===== config.mk =====
export PLATFORM = sky130hd
export DESIGN_NAME = pli_div
export DESIGN_NICKNAME = d
export VERILOG_FILES = /design/src/pli_pkg.sv /design/src/pli_div.sv
export SDC_FILE = /design/constraint.sdc
export NUM_CORES = 1
export LEC_CHECK = 0
export ABC_AREA = 1
export BUFFER_PORTS_ARGS = -buffer_cell sky130_fd_sc_hd__buf_2
export CAP_MARGIN = 20
export CORE_MARGIN = 5
export CORE_UTILIZATION = 55
export DETAILED_ROUTE_END_ITERATION = 8
export GPL_ROUTABILITY_DRIVEN = 0
export PLACE_DENSITY_LB_ADDON = 0.08
export SYNTH_ARGS = -nofsm -noshare
export SYNTH_HDL_FRONTEND = slang
export SYNTH_SLANG_ARGS = --single-unit

===== constraint.sdc =====
create_clock -name clk_i -period 3.1 [get_ports clk_i]
set_input_delay 0.465 -clock clk_i [delete_from_list [all_inputs] [get_ports clk_i]]
set_output_delay 0.465 -clock clk_i [all_outputs]
set_load 0.02 [all_outputs]

===== src/pli_pkg.sv =====
// Shared types and constants for the piecewise linear interpolator.
package pli_pkg;

  localparam int unsigned MaxPoints     = 256;
  localparam int unsigned MaxComponents = 4;
  localparam int unsigned ValueBits     = 32;
  localparam int unsigned PtrBits       = $clog2(MaxPoints);
  localparam int unsigned CompBits      = $clog2(MaxComponents);
  localparam int unsigned OrdAddrBits   = PtrBits + CompBits;

  typedef enum logic [1:0] {
    ModeWrX     = 2'd0,
    ModeWrY     = 2'd1,
    ModeQuery   = 2'd2,
    ModeRestart = 2'd3
  } mode_e;

  typedef enum logic [1:0] {
    StatOk      = 2'd0,
    StatBeyond  = 2'd1,
    StatOrder   = 2'd2,
    StatZeroDx  = 2'd3
  } status_e;

  localparam logic CfgPointCount     = 1'b0;
  localparam logic CfgComponentCount = 1'b1;

endpackage


===== src/pli_div.sv =====
// Radix-2 restoring divider for the signed Q15.16 interpolation fraction.
module pli_div (
  input  logic                           clk_i,
  input  logic                           rst_ni,
  input  logic                           start_i,
  input  logic signed [pli_pkg::ValueBits:0] num_i,
  input  logic signed [pli_pkg::ValueBits:0] den_i,
  output logic                           done_o,
  output logic signed [pli_pkg::ValueBits-1:0] quot_o
);
  import pli_pkg::*;
  localparam int unsigned NumBits = ValueBits + 17;
  localparam int unsigned CntBits = $clog2(NumBits + 1);

  logic [NumBits-1:0] n_q, n_d;
  logic [ValueBits:0] r_q, r_d, dabs_q, dabs_d;
  logic [CntBits-1:0] cnt_q, cnt_d;
  logic               busy_q, busy_d, neg_q, neg_d, done_q, done_d;
  logic [ValueBits+1:0] trial;
  logic [NumBits-1:0] nabs;
  logic [NumBits:0]   qs;
  logic signed [NumBits:0] qsig;

  always_comb begin
    nabs  = num_i[ValueBits] ? NumBits'(-{{16{num_i[ValueBits]}}, num_i, 16'd0})
                             : NumBits'({num_i, 16'd0});
    trial = {r_q, n_q[NumBits-1]} - {1'b0, dabs_q};
    n_d = n_q; r_d = r_q; dabs_d = dabs_q; cnt_d = cnt_q;
    busy_d = busy_q; neg_d = neg_q; done_d = 1'b0;
    if (start_i) begin
      n_d    = nabs;
      r_d    = '0;
      dabs_d = den_i[ValueBits] ? (ValueBits+1)'(-den_i) : den_i;
      neg_d  = num_i[ValueBits] ^ den_i[ValueBits];
      cnt_d  = CntBits'(NumBits);
      busy_d = 1'b1;
    end else if (busy_q) begin
      if (!trial[ValueBits+1]) begin
        r_d = trial[ValueBits:0];
        n_d = {n_q[NumBits-2:0], 1'b1};
      end else begin
        r_d = {r_q[ValueBits-1:0], n_q[NumBits-1]};
        n_d = {n_q[NumBits-2:0], 1'b0};
      end
      cnt_d = cnt_q - 1'b1;
      if (cnt_q == CntBits'(1)) begin
        busy_d = 1'b0;
        done_d = 1'b1;
      end
    end
  end

  always_ff @(posedge clk_i or negedge rst_ni) begin
    if (!rst_ni) begin
      busy_q <= 1'b0;
      done_q <= 1'b0;
      cnt_q  <= '0;
    end else begin
      busy_q <= busy_d;
      done_q <= done_d;
      cnt_q  <= cnt_d;
    end
  end

  always_ff @(posedge clk_i) begin
    n_q <= n_d; r_q <= r_d; dabs_q <= dabs_d; neg_q <= neg_d;
  end

  always_comb begin
    qs   = {1'b0, n_q};
    qsig = neg_q ? -$signed(qs) : $signed(qs);
    if (qsig > $signed((NumBits+1)'({1'b0, {(ValueBits-1){1'b1}}}))) begin
      quot_o = {1'b0, {(ValueBits-1){1'b1}}};
    end else if (qsig < -$signed((NumBits+1)'({1'b1, {(ValueBits-1){1'b0}}}))) begin
      quot_o = {1'b1, {(ValueBits-1){1'b0}}};
    end else begin
      quot_o = qsig[ValueBits-1:0];
    end
  end
  assign done_o = done_q;
endmodule


==> flow_summary.yaml <==
status:
  status: "finished with violations"
  failed_checks: "setup timing"
synth:
  synth_largest_area_cell: "edfxtp_1"
  synthMuxAreaShare: 0
  ys_types: 44
  avgSynthCellArea_sq_um: 6.755
  synthFlopType: "edfxtp_1"
  synthAdderAreaFrac: 0.04744
  synth-seq-cells: 124
  async_reset_ff_frac: 0.06452
  synth_edf_count: 83
  synth_compound_area_frac: 0.09824
  syn_nets: 1654
  synth_area_sq_um: 10440
  synth_top_family_by_area: "simple AND/OR/NAND/NOR gates"
  yosys.area_share.xor_xnor: 0.09476
  yosysTopAreaCellShare: 0.2386
  ys_warn_count: 0
  yosys.area_share.simple: 0.3487
  synth.area.top_cells: "edfxtp_1, nand2_1, inv_1"
  synth_seq_area_share: 0.3211
  synthCells: 1546
floorplan:
  pin_count: 102
  core_sq_um: 18710
  row_count: 50
  dieArea_sq_um: 21840
  die_x_microns: 147.8
  die_h_microns: 147.8
  initial_core_util: 0.5583
place:
  dp.cells: 1862
  dp_hpwl_mm: 21.31
  io_buffers: 101
final_layout:
  fin_cells: 1931
  final_layout_size_suffix_gt1_frac: 0.1856
  insertedDiodeCount: 0
  area_growth_pct: 21.43
  nets: 1792
  fillCellCount: 1631
  utilization: 0.6780
timing:
  grt_setup_unrepaired: "yes"
  fin_setup_tns_ps: -7744
  clock_skew_ps: 7.126
  timing.final.ws_setup_ps: -285.5
  max_clock_freq_mhz: 295.4
  whs_ps: 261.9
  period_needed_ps: 3386
  slew_headroom: 0.6085
  worst_pin_slew_ps: 581.1
  hold_viol: 0
  final_max_slew_viol_count: 0
  setup_violations: 31
  finalCritPeriodShare: 1.092
global_route:
  grt_pass1_wl_mm: 46.28
  overflow: 0
  antenna_found_initial: 0
  track_usage: 0.2598
  grt_pass1_vias: 9797
  grt_max_degree: 44
clock_tree:
  clkSinkCount: 124
  clk_pin_slew_ps: 60
  cts_buffers: 17
  cts_root_buffer: "clkbuf_16"
  worstSkewPairLatency_ps: 420
  cts_tree: "built"
  clk_path_buf_depth: 2
  htreeDepth: 4
setup_path:
  cp_slowest_cell: "edfxtp_1"
  critPathMaxStageDelay_ps: 480
  r2r-start: "n_q[48]"
  startpoint: "n_q[15]"
  r2r_cells: 13
  critPathLaunchType: "flop"
  worstPathCellList: "nor2_2 -> nand3_1 -> nor2_4 -> nand2_2 -> nand2_4 -> nand3_1 -> nand2_1 -> nand2_2 -> buf_4 -> nor3_1 -> nand2_1 -> nor2_2 -> nand2_4 -> nand2_4 -> nand2_1 -> buf_6"
  critPathMaxFanout: 8
  endpoint_kind: "output pin"
  crit_arrival_ps: 2920
  worstSetupPathType: "reg2out"
  required_ps: 2630
hold_path:
  worstHoldStart: "den_i[0]"
  hold_path_class: "in2reg"
  hold_depth: 1
detailed_routing:
  first_pass_iters: 5
  routed_wl_mm: 29.01
  wire_per_inst_microns: 15.02
  vias_per_cell: 5.375
  drt.antenna.violating_nets: 0
  drtIter0Drc: 665
  vias: 10380
  remaining_drc_errors: 0
power_and_ir_drop:
  powerDensity_nw_per_um2: 470.4
  p_total_w: 0.005965
  p_leak_nw: 6.218
  ir_drop_mv: 0.3947
flow_run:
  maxCapViolCount: 0
worst max-delay path: cells and delay by family, from the launching register on:
| kind | cells | cell delay [ps] |
|---|---|---|
| AND/OR/NAND/NOR | 14 | 1730 |
| flip-flops | 1 | 480 |
| buffers and inverters | 2 | 280 |
stage by stage:
stage / instance area (sq um) / setup WS, ps
after global routing: 12680 / -464.1
after global placement: 11220 / 206.3
final: 12680 / -285.5
after CTS: 12340 / -139.6
after floorplan: 10440 / 630.7
after detailed placement: 11220 / 157.2
cells by family (layout without fill, tap and decap cells):
kind of cell,Yosys count,count (layout)
xor+xnor,113,113
simple gates,857,859
flops,124,124
buf+inv,228,377
fa+ha+maj,39,39
compound gates,185,185
path summary, 6_finish.rpt:
kind | endpoint | slack, ps
setup / recovery | quot_o[25] | -290
setup reg to reg | r_q[30] | 270
hold / removal | dabs_q[0] | 260
min in group asynchronous | cnt_q[2] | 420
hold reg to reg | r_q[19] | 470
max in group asynchronous | busy_q | 2510
routing by layer:
metal,routed length (microns),GRT usage,up-vias
li1,-,-,5256
met1,12070,0.3096,4730
met2,14310,0.4639,317
met3,1528,0.04384,77
met4,1103,0.1072,0
met5,0,0,-
layout make-up:
type,count,area (sq um),share of cell area
repair buffers,157,1230,0.09698
flip-flops and latches,124,3353,0.2644
inverters,188,705.7,0.05564
clock inverters,14,168.9,0.01332
well taps,234,292.8,0.02309
clock buffers,18,429.2,0.03384
multi-input cells,1196,6502,0.5127
state kept, by name, indices dropped and copies added (netlist names):
signal / cells
busy_q: 1
cnt_q: 6
dabs_q: 33
done_o: 1
n_q: 49
neg_q: 1
r_q: 33
timing repair:
action                                  in CTS  in global routing
resized for setup                           72                 85
hold buffers                                 1                  0
cloned                                       4                  1
endpoints found under the setup margin      31                 31
pin swaps                                    6                 16
hold endpoints to repair                     8                  0
buffers inserted                            22                  9
layout by cell type (no fill, tap or decap), drive strengths merged, types with 2 or more instances in the layout:
cell type  synthesis  final
inv              188    190
xor2              70     70
clkbuf            26     19
nor4              11     11
clkinv             0      5
xnor2             43     43
bufinv             0      3
nand4             28     28
nor3              25     25
o21ai             93     93
edfxtp            83     83
dfrtp              8      8
o31ai              2      2
a21boi             5      5
a31oi              4      4
a21oi             65     65
buf               14    155
clkinvlp           0      4
or2                3      3
nand3            100    100
nand3b             5      5
a21o               6      6
o21bai             6      6
ha                38     38
nor2             192    192
dfxtp             33     33
nand2            493    495
cells in the mapped netlist, types with 15 or more instances:
master	n
nand2_1	476
inv_1	183
nor2_1	175
nand3_1	98
edfxtp_1	83
o21ai_0	82
xor2_1	70
a21oi_1	64
xnor2_1	43
ha_1	38
dfxtp_1	33
nand4_1	28
clkbuf_1	26
nor3_1	21
nand2_2	15
power by group:
group          internal, W  switching [W]  leakage (nW)
Combinational     0.000748        0.00115          4.69
Clock              0.00126       0.000775         0.280
Sequential         0.00191       0.000114          1.25
No activity file was read; power rests on OpenSTA's default activity.
